## config.mk

```make
export PLATFORM = sky130hd
export DESIGN_NAME = tclb_ram
export DESIGN_NICKNAME = d
export VERILOG_FILES = /design/src/rtl/core/tclb_ram.sv
export SDC_FILE = /design/constraint.sdc
export NUM_CORES = 2
export LEC_CHECK = 0
export BUFFER_PORTS_ARGS = -buffer_cell sky130_fd_sc_hd__buf_2
export CAP_MARGIN = 20
export CORE_MARGIN = 2
export CORE_UTILIZATION = 35
export CTS_CLUSTER_SIZE = 30
export DETAILED_ROUTE_END_ITERATION = 12
export PLACE_DENSITY_LB_ADDON = 0.05
export RECOVER_POWER = 50
export SYNTH_ARGS = -nofsm -noshare
export SYNTH_HDL_FRONTEND = slang
export SYNTH_SLANG_ARGS = --single-unit
```

## constraint.sdc

```tcl
create_clock -name clk_i -period 9.6 [get_ports clk_i]
set_input_delay 1.92 -clock clk_i [delete_from_list [all_inputs] [get_ports clk_i]]
set_output_delay 1.92 -clock clk_i [all_outputs]
set_load 0.02 [all_outputs]
```

## src/rtl/core/tclb_ram.sv

```systemverilog
module tclb_ram #(
  parameter int unsigned WIDTH = 51,
  parameter int unsigned DEPTH = 64
) (
  input  logic                     clk_i,
  input  logic                     we_i,
  input  logic [$clog2(DEPTH)-1:0] waddr_i,
  input  logic [WIDTH-1:0]         wdata_i,
  input  logic                     re_i,
  input  logic [$clog2(DEPTH)-1:0] raddr_i,
  output logic [WIDTH-1:0]         rdata_o
);

  logic [WIDTH-1:0] mem_q [DEPTH];
  logic [WIDTH-1:0] rdata_q;

  always_ff @(posedge clk_i) begin
    if (we_i) begin
      mem_q[waddr_i] <= wdata_i;
    end
    if (re_i) begin
      rdata_q <= mem_q[raddr_i];
    end
  end

  assign rdata_o = rdata_q;

endmodule

```

==> impl_metrics.tcl <==
set metrics [dict create \
    final_cells 10680 \
    yosys_warnings 0 \
    critical_path.cell_chain "clkbuf_1, clkbuf_1" \
    slew_headroom_pct -161.5 \
    ir_worst_vdd_uv 143.6 \
    cts_tree "built" \
    mostFrequentLayoutCells "3315 x edfxtp_1, 886 x mux4_2, 376 x clkbuf_16, 184 x clkbuf_1, 165 x buf_4" \
    avgSynthCellArea_um2 24.13 \
    synth_simple_gate_area_share_pct 0.8839 \
    cts_resized 0 \
    dp_cells 9970 \
    rows 219 \
    slew_violations 2819 \
    r2r_cells 4 \
    antenna_found_initial 32 \
    post_synth_num_cell_types 30 \
    grt_overflow 0 \
    worstMarginPinSlew_ns 3.922 \
    netlist_instances 5186 \
    cts_setup_buffers 0 \
    insertion_delay_ns 0.94 \
    crit_cells 2 \
    ctsRootBufferMaster "clkbuf_16" \
    cp.arrival_ns 6.79 \
    cp-startpoint "re_i" \
    ys_seq_area_share_pct 79.55 \
    setup_violations 0 \
    synthAdderAreaFrac_pct 0 \
    r2r-start "mem_q[15][6]$_DFFE_PP_" \
    ys_ff_latch 3315 \
    drv_cap 53 \
    start_kind "input pin" \
    gr-usage-all-layers_pct 22.94 \
    min_period_ns 6.318 \
    slowest_delay_ns 2.68 \
    vias_per_cell 5.617 \
    rrSetupSlack_ns 7.28 \
    cellLeakagePower_nw 44.10 \
    worstPathMaxFanout 20 \
    clock_sinks 3315 \
    status "finished, violations left" \
    hold_depth 5 \
    syn2layout_area_growth_pct 15.46 \
    tns_ns 0 \
    grt_pass1_wl_um 562200 \
    drtAntennaViolNets 0 \
    critPathBufInv 2 \
    clockBufferDepth 4 \
    cts_hold_buf 0 \
    wl_um 418700 \
    grt_max_degree 94 \
    cp_slowest_cell "clkbuf_1" \
    p_per_area_mw_per_mm2 218.2 \
    place_hpwl_um 221400 \
    h-tree-depth 5 \
    path_clk_slew_ns 0.06 \
    final-hold-violation-count 0 \
    violations "capacitance limit, slew limit" \
    drc 0 \
    grt_pass1_vias 61340 \
    die-area_mm2 0.3623 \
    synth_compound_area_share_pct 1.715 \
    critPathTopFamily "buffers and inverters" \
    crit_type "input pin to register" \
    cts_buffers 369 \
    hold_slack_ns 0.9627 \
    die_h_um 601.9 \
    port_buffers 116 \
    design.core.area_mm2 0.3559 \
    synth_mux_area_share_pct 16.78 \
    drt_iter0_drc 7348 \
    rsz0062_at_grt "false" \
    fmax_mhz 158.3 \
    finalCritPeriodShare_pct 65.81 \
    required_ns 10.07 \
    mostFrequentLayoutCell "edfxtp_1" \
    worst_setup_path_end_kind "register" \
    synth_fp_nets 5252 \
    syn_area_mm2 0.1251 \
    num_vias 59990 \
    cp-endpoint "rdata_o[20]$_DFFE_PP_" \
    place_congestion 0.7344 \
    start_util_pct 35.15 \
    rr_endpoint "rdata_o[6]$_DFFE_PP_" \
    synth_top_family_by_area "multiplexers" \
    die_x_um 601.9 \
    firstDrtPassIters 5 \
    routedWlPerCell_um 39.21 \
    fin_worst_skew_ns 0.03524 \
    drive_gt1_share_pct 29.99 \
    pin_count 117 \
    crit_top_cell "clkbuf_1" \
    hp-class "register to register" \
    fin_nets 5690 \
    synth-xor-area-share_pct 0 \
]
metal layers:
layer,vias up,share of wire [%],global-route usage [%]
met3,400,5.5,3.189
li1,23430,-,-
met4,4,1.5,3.791
met1,34150,44,32.99
met5,-,0.0079,0
met2,2012,49,37.78
layout make-up:
type / count / area, µm²
Clock inverter: 204 / 1942
Tap cell: 4751 / 5944
Antenna cell: 10 / 25.02
Multi-Input combinational cell: 1580 / 24740
Clock buffer: 462 / 9732
Fill cell: 31170 / 211500
Inverter: 1 / 6.256
Sequential cell: 3315 / 99550
Timing Repair Buffer: 357 / 2535
cells in the mapped netlist:
library cell | n | area share [%]
nor2b_1 | 7 | 0.035
nand3_1 | 5 | 0.020
mux2_2 | 48 | 0.43
mux4_2 | 886 | 16
o22ai_1 | 161 | 0.80
o221ai_1 | 50 | 0.35
buf_1 | 42 | 0.13
clkbuf_1 | 115 | 0.34
edfxtp_1 | 3315 | 80
o221a_2 | 7 | 0.063
a21oi_1 | 67 | 0.27
and2_1 | 1 | 0.0050
mux2i_1 | 50 | 0.40
a221oi_1 | 1 | 0.0070
buf_2 | 109 | 0.44
or3b_2 | 5 | 0.035
a31oi_1 | 18 | 0.090
nor3_1 | 10 | 0.040
or3_1 | 3 | 0.015
nand4_1 | 2 | 0.010
nand2_1 | 48 | 0.14
nand3b_1 | 4 | 0.024
buf_4 | 19 | 0.11
o21ai_0 | 33 | 0.13
nand4b_1 | 2 | 0.014
buf_6 | 5 | 0.045
nor2_1 | 159 | 0.48
or2_2 | 4 | 0.020
inv_2 | 1 | 0.0030
nand2b_1 | 9 | 0.045
registers in the layout, summed over array words and instances, names as in the netlist:
signal and count:
mem_q 3264, rdata_o 51
through the flow:
step / instance area (µm²) / power (mW) / util [%] / setup slack [ns]
after CTS: 144500 / 31.88 / 40.61 / 4.830
final: 144500 / 31.52 / 40.59 / 3.282
after global routing: 144500 / 32.50 / 40.58 / 3.271
after floorplan: 125100 / 17.18 / - / 3.184
after global placement: 132700 / 17.93 / 37.28 / 3.767
after detailed placement: 132900 / 17.94 / 37.33 / 3.795
logic make-up (layout without fill, tap and decap cells):
family	after synthesis	after routing
AOI/OAI and AO/OA	337	337
buffers and inverters	291	1024
DFF	3315	3315
muxes	984	984
other	0	10
and+or+nand+nor	259	259
how the worst min path moves through the flow:
stage	from	to	slack [ns]
after floorplan	mem_q[63][7]$_DFFE_PP_	rdata_o[7]$_DFFE_PP_	0.84
after global placement	mem_q[61][7]$_DFFE_PP_	rdata_o[7]$_DFFE_PP_	0.96
after detailed placement	mem_q[22][31]$_DFFE_PP_	rdata_o[31]$_DFFE_PP_	0.95
after CTS	mem_q[62][7]$_DFFE_PP_	rdata_o[7]$_DFFE_PP_	0.97
after global routing	mem_q[28][19]$_DFFE_PP_	rdata_o[19]$_DFFE_PP_	1.01
final	mem_q[28][19]$_DFFE_PP_	rdata_o[19]$_DFFE_PP_	0.96
power breakdown:
group | leakage (nW) | internal, mW | total (mW) | switching, mW
clock network | 5.68 | 8.06 | 13.9 | 5.85
registers | 29.9 | 16.1 | 16.1 | 0.0445
logic | 8.57 | 0.514 | 1.48 | 0.969
total | 44.1 | 24.7 | 31.5 | 6.86
Power figures use the tool's default switching activity.
